File: config.mk
export PLATFORM = sky130hd
export DESIGN_NAME = tags_mod
export DESIGN_NICKNAME = d
export VERILOG_FILES = /design/src/sv/tags_pkg.sv /design/src/sv/tags_mod.sv
export SDC_FILE = /design/constraint.sdc
export NUM_CORES = 1
export LEC_CHECK = 0
export ABC_AREA = 1
export BUFFER_PORTS_ARGS = -buffer_cell sky130_fd_sc_hd__buf_2
export CORE_UTILIZATION = 35
export CTS_BUF_LIST = sky130_fd_sc_hd__clkbuf_4
export DETAILED_ROUTE_END_ITERATION = 6
export HOLD_SLACK_MARGIN = 0.08
export PLACE_DENSITY = 0.58
export SYNTH_ARGS = -nofsm -noshare
export SYNTH_HDL_FRONTEND = slang
export SYNTH_SLANG_ARGS = --single-unit
File: constraint.sdc
create_clock -name clock -period 18.02 [get_ports clock]
set_input_delay 3.604 -clock clock [delete_from_list [all_inputs] [get_ports clock]]
set_output_delay 3.604 -clock clock [all_outputs]
set_load 0.02 [all_outputs]
File: src/sv/tags_pkg.sv
// ---------------------------------------------------------------------------
// tags_pkg
// Shared types and constants of the time-aware gate scheduler.
// ---------------------------------------------------------------------------
package tags_pkg;

   // Queue geometry
   localparam int NUM_PRIORITIES = 16;
   localparam int QUEUE_DEPTH    = 256;
   localparam int PRI_W          = (NUM_PRIORITIES > 1) ? $clog2(NUM_PRIORITIES) : 1;
   localparam int HEAD_W         = $clog2(QUEUE_DEPTH);
   localparam int CNT_W          = $clog2(QUEUE_DEPTH + 1);
   localparam int STORE_DEPTH    = NUM_PRIORITIES * QUEUE_DEPTH;
   localparam int ADDR_W         = $clog2(STORE_DEPTH);
   localparam int TIME_W         = 64;
   localparam int TOTAL_W        = 13;
   localparam logic [TOTAL_W-1:0] TOTAL_CAP = 13'd8191;

   // Register indexes
   typedef enum logic [2:0] {
      REG_EPOCH      = 3'd0,
      REG_CYCLE_TIME = 3'd1,
      REG_SLOT0_DUR  = 3'd2,
      REG_SLOT0_MASK = 3'd3,
      REG_SLOT1_DUR  = 3'd4,
      REG_SLOT1_MASK = 3'd5,
      REG_ACTIVE     = 3'd6,
      REG_LIMIT      = 3'd7
   } reg_index_type;

   // Operations
   typedef enum logic [1:0] {
      OP_ENQ   = 2'd0,
      OP_DEQ   = 2'd1,
      OP_FLUSH = 2'd2,
      OP_NONE  = 2'd3
   } opcode_type;

   // Result codes
   localparam logic [2:0] ST_ENQ   = 3'd0;
   localparam logic [2:0] ST_DROP  = 3'd1;
   localparam logic [2:0] ST_SENT  = 3'd2;
   localparam logic [2:0] ST_IDLE  = 3'd3;
   localparam logic [2:0] ST_WAIT  = 3'd4;
   localparam logic [2:0] ST_FLUSH = 3'd5;

   typedef struct packed {
      logic [1:0]        opcode;
      logic [3:0]        priority_req;
      logic [TIME_W-1:0] now;
   } req_type;

   typedef struct packed {
      logic [2:0]         status;
      logic [3:0]         sent_priority;
      logic [TIME_W-1:0]  latency;
      logic [TIME_W-1:0]  wake_time;
      logic [TOTAL_W-1:0] queued_total;
   } rsp_type;

endpackage

File: src/sv/tags_mod.sv
// ---------------------------------------------------------------------------
// tags_mod
// Bit-serial restoring modulo: one dividend bit per cycle.
// ---------------------------------------------------------------------------
module tags_mod import tags_pkg::*; (
   input  logic              clock,
   input  logic              reset,
   input  logic              start,
   input  logic [TIME_W-1:0] dividend,
   input  logic [TIME_W-1:0] divisor,
   output logic              done,
   output logic [TIME_W-1:0] remainder
);

   localparam int STEP_W = $clog2(TIME_W);

   logic [TIME_W-1:0] shift_ff;
   logic [TIME_W-1:0] rem_ff;
   logic [STEP_W-1:0] step_ff;
   logic              busy_ff;
   logic              done_ff;
   logic [TIME_W:0]   trial;
   logic [TIME_W:0]   rem_in;

   // one trial subtraction per cycle
   always_comb begin
      trial  = {rem_ff, shift_ff[TIME_W-1]};
      rem_in = trial;
      if (trial >= {1'b0, divisor}) begin
         rem_in = trial - {1'b0, divisor};
      end
   end

   always_ff @(posedge clock) begin
      if (reset) begin
         busy_ff <= 1'b0;
         done_ff <= 1'b0;
         step_ff <= '0;
      end else begin
         done_ff <= 1'b0;
         if (start) begin
            busy_ff  <= 1'b1;
            step_ff  <= '0;
            shift_ff <= dividend;
            rem_ff   <= '0;
         end else if (busy_ff) begin
            shift_ff <= {shift_ff[TIME_W-2:0], 1'b0};
            rem_ff   <= rem_in[TIME_W-1:0];
            step_ff  <= step_ff + 1'b1;
            if (step_ff == STEP_W'(TIME_W - 1)) begin
               busy_ff <= 1'b0;
               done_ff <= 1'b1;
            end
         end
      end
   end

   assign done      = done_ff;
   assign remainder = rem_ff;

endmodule

* Yosys cells after proc, flatten, opt, wreduce, memory -nomap -nowiden
Cells that the tools add are included.
Word-level totals: bits in registers 136, logic and storage cells 23, output and inout bits 65
Cells by class: eq/ne operators 1, add/subtract/negate cells 2, reduce and logical (&&, ||, !) cells 4, muxes and demuxes 8, bitwise gates (word level) 2, order comparisons 1
Operators with widths (count):
- 2-to-1 mux 64 bit | 4
- greater-or-equal comparator 65 x 64 -> 1 bit | 1
- subtractor 64 bit | 1
- adder 6 x 1 -> 6 bit (second input constant) | 1
- equality test 6 bit (second input constant) | 1
- 2-to-1 mux 1 bit | 4
- OR reduction 3 bit | 1
- NOT 1 bit | 2
- AND reduction 2 bit | 1
- nonzero test 2 bit | 1
- OR reduction 2 bit | 1

* Depth between registers and ports, before layout
Gate-level depths: netlist (run 1).
word-level depth 4, gate-level depth with buffers 18, mapped depth without buffers 18

* Worst setup path before layout (run 1)
Ideal clock, no wire load.
kind input-to-reg, start in start, end reg busy_ff, slack 7.163 ns, data arrival time 10.774 ns, library setup time 0.083 ns, cell stages on the path 5, cells stage by stage inv_1 clkbuf_1 a21oi_1 o21ai_0 inv_1
Between the ends: cells in the longest elaborated chain, start to end 1
Ends and longest elaborated chain:
- start, declared | line tags_mod.sv:8 | input logic start,
- 2-to-1 mux 1 bit | line tags_mod.sv:41 | if (start) begin
- end signal, assigned | line tags_mod.sv:36 | busy_ff <= 1'b0;
- end signal, assigned | line tags_mod.sv:42 | busy_ff <= 1'b1;
- end signal, assigned | line tags_mod.sv:51 | busy_ff <= 1'b0;
- end, declared | line tags_mod.sv:20 | logic busy_ff;
No other way between the ends. A chain may end at the register's enable or synchronous reset.

* Final worst setup path (run 1)
start in divisor[35], end reg rem_ff[55] (netlist: remainder[55]) (data pin)
Between the ends: cells in the longest elaborated chain, start to end 3, elaborated cells on any way between the ends 4
Ends and longest elaborated chain:
- start, declared | line tags_mod.sv:10 | input logic [TIME_W-1:0] divisor,
- subtractor 64 bit / greater-or-equal comparator 65 x 64 -> 1 bit (equally long branches) | line tags_mod.sv:30, tags_mod.sv:29
- 2-to-1 mux 64 bit * | line tags_mod.sv:29 | if (trial >= {1'b0, divisor}) begin
- 2-to-1 mux 64 bit * | line tags_mod.sv:46 | end else if (busy_ff) begin
- end signal, assigned | line tags_mod.sv:48 | rem_ff <= rem_in[TIME_W-1:0];
- end, declared | line tags_mod.sv:18 | logic [TIME_W-1:0] rem_ff;
Mark *: on every way between the ends. The rest lies on a longest branch, timed or not. The select of a mux whose other input is x is not followed.

==> impl_metrics.json, run 1 <==
{
  "status": "finished with violations",
  "violations": "DRC",
  "critPathBufInv": 4,
  "p_seq_frac": 0.364,
  "yosys-top-cells-area": "edfxtp_1 30%, nand2_1 26%, inv_1 12%",
  "switchingPower_mw": 0.451,
  "cp_cell_sequence": "buf_2, inv_1, ha_1, nand2_1, inv_1, nand2_1, nand2_1, nand2_1, nand2_1, nand2_1, nand2_1, nand2_1, nand3_2, a21oi_4, buf_4, nor2_1, nor2_1",
  "tritoncts": "yes",
  "dpl.hpwl_um": 33600,
  "cp_max_fo": 64,
  "die_h_um": 193,
  "power.share.switching": 0.416,
  "avgSynthCellArea_um2": 6.21,
  "nets": 2442,
  "tightest_slew_ns": 1.26,
  "endpoint_kind": "flip-flop",
  "cp_common_cell": "nand2_1",
  "synth_seq_cells": 136,
  "internal_power_mw": 0.633,
  "synth_most_common_cell": "nand2_1",
  "grt_max_degree": 94,
  "portBuffers": 195,
  "root_buffer": "clkbuf_4",
  "cp_top_family": "simple AND/OR/NAND/NOR gates",
  "hold_violations": 0,
  "synth-edff-count": 128,
  "r2r_cells": 15,
  "drv_slew": 0,
  "syn_area_um2": 12800,
  "row_count": 69,
  "cp.depth": 17,
  "pwr-share-comb": 0.404,
  "nFillCells": 4040,
  "detail_route.wirelength_um": 42100,
  "yosys_warnings": 0,
  "startpoint": "divisor[35]",
  "cap_violations": 0,
  "yosysTopAreaCell": "edfxtp_1",
  "r2r_slack_ns": 15.01,
  "startpoint_type": "input pin",
  "antenna_found_initial": 6,
  "endpoint": "remainder[55]",
  "slowest_delay_ns": 0.73,
  "drc": 18,
  "layout_min_cycle_time_ns": 5.64,
  "drive_above_1_share": 0.137,
  "initial_core_util": 0.358,
  "cts_setup_buffers": 0,
  "cellPowerDensity_nw_per_um2": 74.8,
  "globalRoute.totalOverflow": 0,
  "grt_pass1_vias": 12100,
  "setup_viol": 0,
  "fin_skew_ns": 0.0358,
  "dieArea_um2": 37400,
  "wl_per_cell_um": 15.5,
  "hold_path_startpoint": "step_ff[5]",
  "via_per_inst": 4.63,
  "finalSetupTns_ns": 0,
  "clockPowerShare": 0.232,
  "p_leak_nw": 8.28,
  "clock_latency_ns": 0.64,
  "syn2layout_area_growth_pct": 13.1,
  "grt_use_total": 0.227,
  "grt_pass1_wl_um": 65500,
  "r2r-start": "remainder[34]",
  "fin_cells": 2722,
  "reg2reg_to": "remainder[55]",
  "ir_worst_vdd_v": 0.0000540,
  "die_w_um": 193,
  "place.gp.congestion": 0.952,
  "core_area_um2": 35800,
  "synthArstFlopShare": 0,
  "hold_class": "flip-flop to flip-flop",
  "drtPass1Iterations": 7,
  "ant_nets": 0,
  "critPathKind": "input pin to flip-flop",
  "clkSinkCount": 136,
  "cts.hold.buffers_added": 0,
  "htree_num_levels": 4,
  "maxSlewHeadroom": 0.160,
  "clk_pin_slew_ns": 0.14,
  "ys_types": 40,
  "seq_area_frac_synth": 0.312,
  "synth_top_area_frac": 0.300,
  "cts_buffers": 17,
  "synth_commonest_cells": "889 x nand2_1, 403 x inv_1, 197 x nor2_1",
  "vias": 12600,
  "placed_cells": 2687,
  "synth_cells": 2064,
  "slowest_stage": "buf_4",
  "required_ns": 18.51,
  "rsz0062_at_grt": "false",
  "syn_nets": 2261,
  "fin_crit_sh": 0.313,
  "cts_buffer_depth": 2,
  "drtIter0Drc": 920,
  "arrival_ns": 6.13,
  "synth_top_flop_cell": "edfxtp_1",
  "ctsResizeCount": 0,
  "ios": 196,
  "fmax_mhz": 177
}
## layer usage
| metal | track usage | wire length [µm] | vias up |
|---|---|---|---|
| met5 | 0 | 35 | - |
| met4 | 0.0800 | 1060 | 6 |
| met3 | 0.0530 | 2880 | 48 |
| met2 | 0.355 | 18500 | 351 |
| met1 | 0.304 | 19700 | 5614 |
| li1 | - | - | 6595 |
## worst min-delay path by stage
stage / to / depth (start not counted)
6_report: step_ff[5] / 2
4_1_cts: step_ff[5] / 2
3_5_place_dp: step_ff[5] / 2
5_1_grt: step_ff[5] / 2
3_3_place_gp: step_ff[5] / 2
2_1_floorplan: step_ff[5] / 2
## cells in the final DEF, fill, tap and decap left out, drive strengths merged
cell type / instances
buf: 201
nor3b: 1
nand2: 902
a21oi: 49
clkinv: 8
fa: 1
nand4: 11
bufinv: 4
xor2: 31
nor4: 8
nor2: 244
o21a: 1
edfxtp: 128
ha: 65
clkinvlp: 2
and3: 4
a31oi: 1
nand3: 63
or2: 1
dfxtp: 8
diode: 3
clkbuf: 17
nand3b: 65
a21boi: 1
and2: 2
nor3: 15
inv: 413
o21ai: 12
## stage by stage
| stage | power, mW | cell area [µm²] | setup WS, ns | hold slack, ns | util |
|---|---|---|---|---|---|
| 2_1_floorplan | 0.716 | 12800 | 7.16 | 0.439 | - |
| 3_3_place_gp | 0.836 | 14200 | 11.65 | 0.450 | 0.395 |
| 3_5_place_dp | 0.838 | 14200 | 11.71 | 0.462 | 0.395 |
| 4_1_cts | 1.09 | 14500 | 12.40 | 0.480 | 0.404 |
| 5_1_grt | 1.16 | 14500 | 12.16 | 0.503 | 0.404 |
| 6_report | 1.08 | 14500 | 12.38 | 0.477 | 0.405 |
## flip-flops by register name (all words and copies together) (netlist names)
name and flops:
step_ff 6, busy_ff 1, done 1, remainder 64, shift_ff 64
## power by group through the flow
stage	Sequential, mW	Combinational [mW]	Clock, mW
2_1_floorplan	0.420	0.296	0
3_3_place_gp	0.402	0.435	0
3_5_place_dp	0.402	0.436	0
4_1_cts	0.395	0.438	0.258
5_1_grt	0.399	0.491	0.266
6_report	0.395	0.438	0.252
## final cells by class
cell class | instances | area [µm²] | area share
clock buffers | 17 | 128 | 0.00881
multi-input cells | 1477 | 7010 | 0.484
clock inverters | 15 | 196 | 0.0136
well taps | 461 | 577 | 0.0398
repair buffers | 201 | 1020 | 0.0704
inverters | 412 | 1550 | 0.107
diodes | 3 | 7.51 | 0.000518
flip-flops and latches | 136 | 4000 | 0.276
## worst min-delay path, stage by stage (launching register included)
cell     delay, ns
dfxtp_1       0.34
inv_1         0.06
a21oi_1       0.05
## kinds of logic after synthesis
kind of cell / Yosys count / synth area share
and+or+nand+nor: 1316 / 0.433
buffers and inverters: 451 / 0.141
DFF: 136 / 0.312
adders and majority gates: 66 / 0.0650
AOI/OAI and AO/OA: 64 / 0.0270
xor gates and xnor gates: 31 / 0.0212
No activity file was read; power rests on OpenSTA's default activity.
==> run 2, diff against run 1 <==
Clock period 18.02 ns to 5.8 ns, I/O delays scaled along.
==> run 2 against run 1 <==
  * The flow still finishes with violations (DRC)
  * Global-route usage increased by 0.30 points
  * Sequential share of layout area up 0.14 points
  * First-iteration DRC count decreased by 9.9%
  * Worst hold slack better by 0.0038 ns
  * Combinational power grew to 3.1 times the previous value
  * Via count up 0.49%
  * Die area is the same
  * Final area down 0.50%
  * Largest cell class unchanged
==> impl_metrics.json, run 2 (synthesis results as in run 1) <==
{
  "status": "finished with violations",
  "violations": "DRC",
  "hold_path_startpoint": "step_ff[4]",
  "required_ns": 6.27,
  "ant_nets": 0,
  "detail_route.wirelength_um": 42300,
  "slowest_delay_ns": 0.51,
  "final_util": 0.402,
  "slowest_stage": "a21oi_4",
  "grt_use_total": 0.230,
  "fin_skew_ns": 0.0321,
  "r2r_slack_ns": 2.68,
  "startpoint_type": "input pin",
  "whs_path_depth": 1,
  "hold_violations": 0,
  "via_per_inst": 4.65,
  "place.gp.congestion": 0.958,
  "fin_cells": 2724,
  "drive_above_1_share": 0.138,
  "final_common_cell": "nand2_1",
  "die_h_um": 193,
  "vias": 12700,
  "dieArea_um2": 37400,
  "antenna_found_initial": 6,
  "drtIter0Drc": 829,
  "grt_pass1_vias": 12100,
  "layout_min_cycle_time_ns": 3.24,
  "cts_buffers": 17,
  "finalSetupTns_ns": 0,
  "row_count": 69,
  "initial_core_util": 0.358,
  "critPathKind": "input pin to flip-flop",
  "core_area_um2": 35800,
  "cellPowerDensity_nw_per_um2": 222,
  "cp_common_cell": "nand2_1",
  "rsz0062_at_grt": "false",
  "endpoint_kind": "flip-flop",
  "critPathBufInv": 4,
  "drtPass1Iterations": 7,
  "tightest_slew_ns": 0.806,
  "fin_crit_sh": 0.558,
  "drc": 20,
  "fmax_mhz": 309,
  "r2r_cells": 15,
  "place_ws_ns": 1.93,
  "cts.hold.buffers_added": 0,
  "cts_setup_buffers": 0,
  "nFillCells": 4011,
  "reg2reg_to": "remainder[22]",
  "r2r-start": "remainder[18]",
  "wl_per_cell_um": 15.5,
  "layout_common_cells": "889 x nand2_1, 402 x inv_1, 197 x nor2_1",
  "whs_endpoint": "step_ff[4]",
  "dpl.hpwl_um": 33900,
  "arrival_ns": 3.70,
  "clk_pin_slew_ns": 0.13,
  "cp_max_fo": 19,
  "globalRoute.totalOverflow": 0,
  "drv_slew": 0,
  "setup_ws_ns": 2.56,
  "ios": 196,
  "cp_top_family": "simple AND/OR/NAND/NOR gates",
  "tritoncts": "yes",
  "ctsResizeCount": 0,
  "syn2layout_area_growth_pct": 12.5,
  "nets": 2445,
  "root_buffer": "clkbuf_4",
  "cap_violations": 0,
  "grt_pass1_wl_um": 66600,
  "ir_worst_vdd_v": 0.000227,
  "setup_viol": 0,
  "clock_latency_ns": 0.62,
  "cts_buffer_depth": 2,
  "cp_cell_sequence": "buf_2, inv_1, ha_1, nand2_1, nand2_1, nand2_1, nand2_1, nand2_1, nand2_1, nand2_1, nand2_1, inv_1, nand2_4, a21oi_4, buf_4, nor2_2, nor2_1",
  "p_leak_nw": 8.25,
  "placed_cells": 2690,
  "clkSinkCount": 136,
  "grt_max_degree": 68,
  "htree_num_levels": 4,
  "die_w_um": 193,
  "hold_class": "flip-flop to flip-flop",
  "total_power_mw": 3.19,
  "portBuffers": 195,
  "maxSlewHeadroom": 0.463
}
[run 2: cell types whose count changed in the layout (fill, tap and decap cells not counted), sizes merged]
cell / previous run / this run
buf: 201 / 204
diode: 3 / 2
clkinv: 8 / 10
clkinvlp: 2 / 4
bufinv: 4 / 0
[run 2: worst max-delay path by stage]
stage	start	slack [ns]	cells after the start	to
after floorplan	start	0.37	5	busy_ff
after global placement	divisor[19]	1.96	17	remainder[19]
after detailed placement	divisor[19]	1.93	17	remainder[22]
after CTS	divisor[19]	2.60	17	remainder[22]
after global routing	divisor[19]	2.36	17	remainder[5]
final	divisor[18]	2.56	17	remainder[22]
[run 2: power breakdown]
group | switching (mW) | internal [mW]
Sequential | 0.0445 | 1.18
Clock | 0.425 | 0.169
Combinational | 0.930 | 0.443
[run 2: worst register-to-register path: cells and delay by family (launching register included)]
family	cells	cell delay, ns
AOI/OAI and AO/OA	1	0.51
buffers and inverters	3	0.66
adders and majority gates	1	0.41
DFF	1	0.54
and+or+nand+nor	10	0.86
[run 2: area by class of cell]
cell class	instances	area, µm²	area share
multi-input cells	1477	7010	0.486
diodes	2	5.00	0.000347
clock buffers	17	128	0.00885
repair buffers	204	1040	0.0724
well taps	461	577	0.0400
flip-flops and latches	136	4000	0.278
clock inverters	15	104	0.00720
inverters	412	1550	0.108
[run 2: per-stage QoR]
stage	hold slack (ns)	instance area (µm²)
4_1_cts	0.487	14400
2_1_floorplan	0.439	12800
3_3_place_gp	0.450	14200
5_1_grt	0.512	14400
3_5_place_dp	0.469	14200
6_report	0.481	14400
[run 2: metal layers]
metal  part of all wire  global-route usage  vias up  wire (µm)
met5             0.0011                   0        -         48
met4              0.019              0.0569        8        795
met1               0.47               0.309     5704      19900
met2               0.45               0.369      313      18900
li1                   -                   -     6612          -
met3              0.062              0.0547       39       2610
==> run 3, diff against run 2 <==
Settings changed: PLACE_DENSITY 0.58 to 0.59.
Clock period 5.8 ns to 2.8 ns, I/O delays scaled along.
==> run 3 against run 2 <==
  * The flow still finishes with violations (DRC)
  * Via count increased by 6.0%
  * Sequential cell count is the same
  * Clock-buffer cell count rose by 1
  * Sequential power up 110%
  * Largest power group unchanged
==> impl_metrics.json, run 3 (synthesis results as in run 1) <==
{
  "dpl.hpwl_um": 36300,
  "tritoncts": "yes",
  "p_leak_nw": 9.27,
  "die_h_um": 193,
  "grt_max_degree": 128,
  "r2r-start": "remainder[18]",
  "cts_buffers": 17,
  "layout_common_cells": "884 x nand2_1, 402 x inv_1, 195 x buf_2",
  "via_per_inst": 4.61,
  "hold_path_startpoint": "dividend[58]",
  "clk_pin_slew_ns": 0.15,
  "final_util": 0.459,
  "core_area_um2": 35800,
  "drv_slew": 0,
  "reg2reg_to": "remainder[40]",
  "place_area_um2": 15700,
  "cap_violations": 0,
  "fin_crit_sh": 0.958,
  "nets": 2634,
  "drtPass1Iterations": 7,
  "drc": 22,
  "critPathKind": "flip-flop to flip-flop",
  "drtIter0Drc": 813,
  "whs_path_depth": 3,
  "total_power_mw": 7.44,
  "hold_class": "input pin to flip-flop",
  "detail_route.wirelength_um": 44400,
  "syn2layout_area_growth_pct": 28.2,
  "r2r_cells": 14,
  "violations": "DRC",
  "maxSlewHeadroom": 0.590,
  "wl_per_cell_um": 15.2,
  "status": "finished with violations",
  "vias": 13400,
  "whs_endpoint": "shift_ff[58]",
  "root_buffer": "clkbuf_4",
  "portBuffers": 195,
  "cp_top_family": "simple AND/OR/NAND/NOR gates",
  "tightest_slew_ns": 0.615,
  "layout_min_cycle_time_ns": 2.68,
  "final_common_cell": "nand2_1",
  "fin_cells": 2914,
  "ios": 196,
  "startpoint_type": "flip-flop",
  "arrival_ns": 3.07,
  "r2r_slack_ns": 0.12,
  "cts_buffer_depth": 2,
  "clock_latency_ns": 0.65,
  "htree_num_levels": 4,
  "required_ns": 3.18,
  "die_w_um": 193,
  "placed_cells": 2871,
  "ant_nets": 0,
  "initial_core_util": 0.358,
  "fmax_mhz": 373,
  "setup_viol": 0,
  "drive_above_1_share": 0.222,
  "critPathBufInv": 2,
  "endpoint_kind": "flip-flop",
  "place.gp.congestion": 0.975,
  "hold_violations": 0,
  "slowest_stage": "edfxtp_1",
  "finalInstanceArea_um2": 16400,
  "row_count": 69,
  "fin_skew_ns": 0.0411,
  "clkSinkCount": 136,
  "cp_max_fo": 7,
  "cellPowerDensity_nw_per_um2": 453,
  "globalRoute.totalOverflow": 0,
  "grt_pass1_vias": 13100,
  "cp_common_cell": "nand2_1",
  "dieArea_um2": 37400,
  "cp_cell_sequence": "ha_4, nand2_1, nor2_4, nand2_1, nor2_2, nand2_1, nor2_1, nand2_1, nand3_2, a21oi_4, buf_12, buf_4, nor2_2, nor2_1",
  "cts.hold.buffers_added": 0,
  "ir_worst_vdd_v": 0.000380,
  "slowest_delay_ns": 0.50,
  "grt_pass1_wl_um": 69700,
  "finalSetupTns_ns": 0,
  "grt_use_total": 0.240,
  "rsz0062_at_grt": "true",
  "antenna_found_initial": 9
}
-- run 3: changes by cell type in the layout (fill, tap and decap cells not counted), moves of 5 or more --
cell     before  now
nor2_2       47   54
ha_4          0   23
nand2_1     889  884
buf_4         9  185
buf_12        0   13
ha_1         65   42
nor2_1      197  187
nand2_2       9   14
-- run 3: area by class of cell --
cell class,count,area [µm²]
inverter,412,1560
timing repair buffer,393,2630
fill,3830,19400
multi-input combinational,1477,7370
clock inverter,14,149
clock buffer,18,135
sequential,136,4000
antenna,3,7.51
tap,461,577
-- run 3: repair_timing --
action | in CTS | in global routing
setup endpoints to repair | 3 | 64
pin swaps | 0 | 1
endpoints found under the hold margin | 0 | 0
buffers inserted | 0 | 8
resized for setup | 3 | 45
-- run 3: metal layers --
metal	global-route usage	part of all wire
met3	0.0471	0.062
met4	0.0883	0.028
met1	0.316	0.46
met2	0.390	0.45
met5	0	0.0016
-- run 3: worst max path at each step --
stage | start | to | slack (ns) | cells after the start
2_1_floorplan | start | busy_ff | -0.53 | 5
3_3_place_gp | divisor[20] | remainder[40] | -0.25 | 15
3_5_place_dp | divisor[0] | remainder[40] | -0.28 | 16
4_1_cts | shift_ff[63] | remainder[32] | 0.01 | 15
5_1_grt | remainder[26] | remainder[40] | -0.05 | 14
6_report | remainder[18] | remainder[40] | 0.12 | 14
-- run 3: stage by stage --
step                worst slack (ns)  hold WS, ns
global placement              -0.252        0.449
global route                 -0.0549        0.156
detailed placement            -0.278        0.473
floorplan                     -0.528        0.439
finish                         0.118        0.201
CTS                           0.0131        0.147
-- run 3: worst register-to-register path, stage by stage (launching register included) --
cell,delay (ns)
edfxtp_1,0.50
ha_4,0.34
nand2_1,0.11
nor2_4,0.16
nand2_1,0.11
nor2_2,0.16
nand2_1,0.11
nor2_1,0.11
nand2_1,0.07
nand3_2,0.14
a21oi_4,0.05
buf_12,0.16
buf_4,0.15
nor2_2,0.19
nor2_1,0.08
-- run 3: where the power goes --
group	internal, mW	leakage (nW)	switching (mW)	total (mW)
clock network	0.546	0.154	0.876	1.42
registers	2.45	1.31	0.106	2.55
logic	1.41	7.81	2.06	3.46
total	4.40	9.27	3.04	7.44
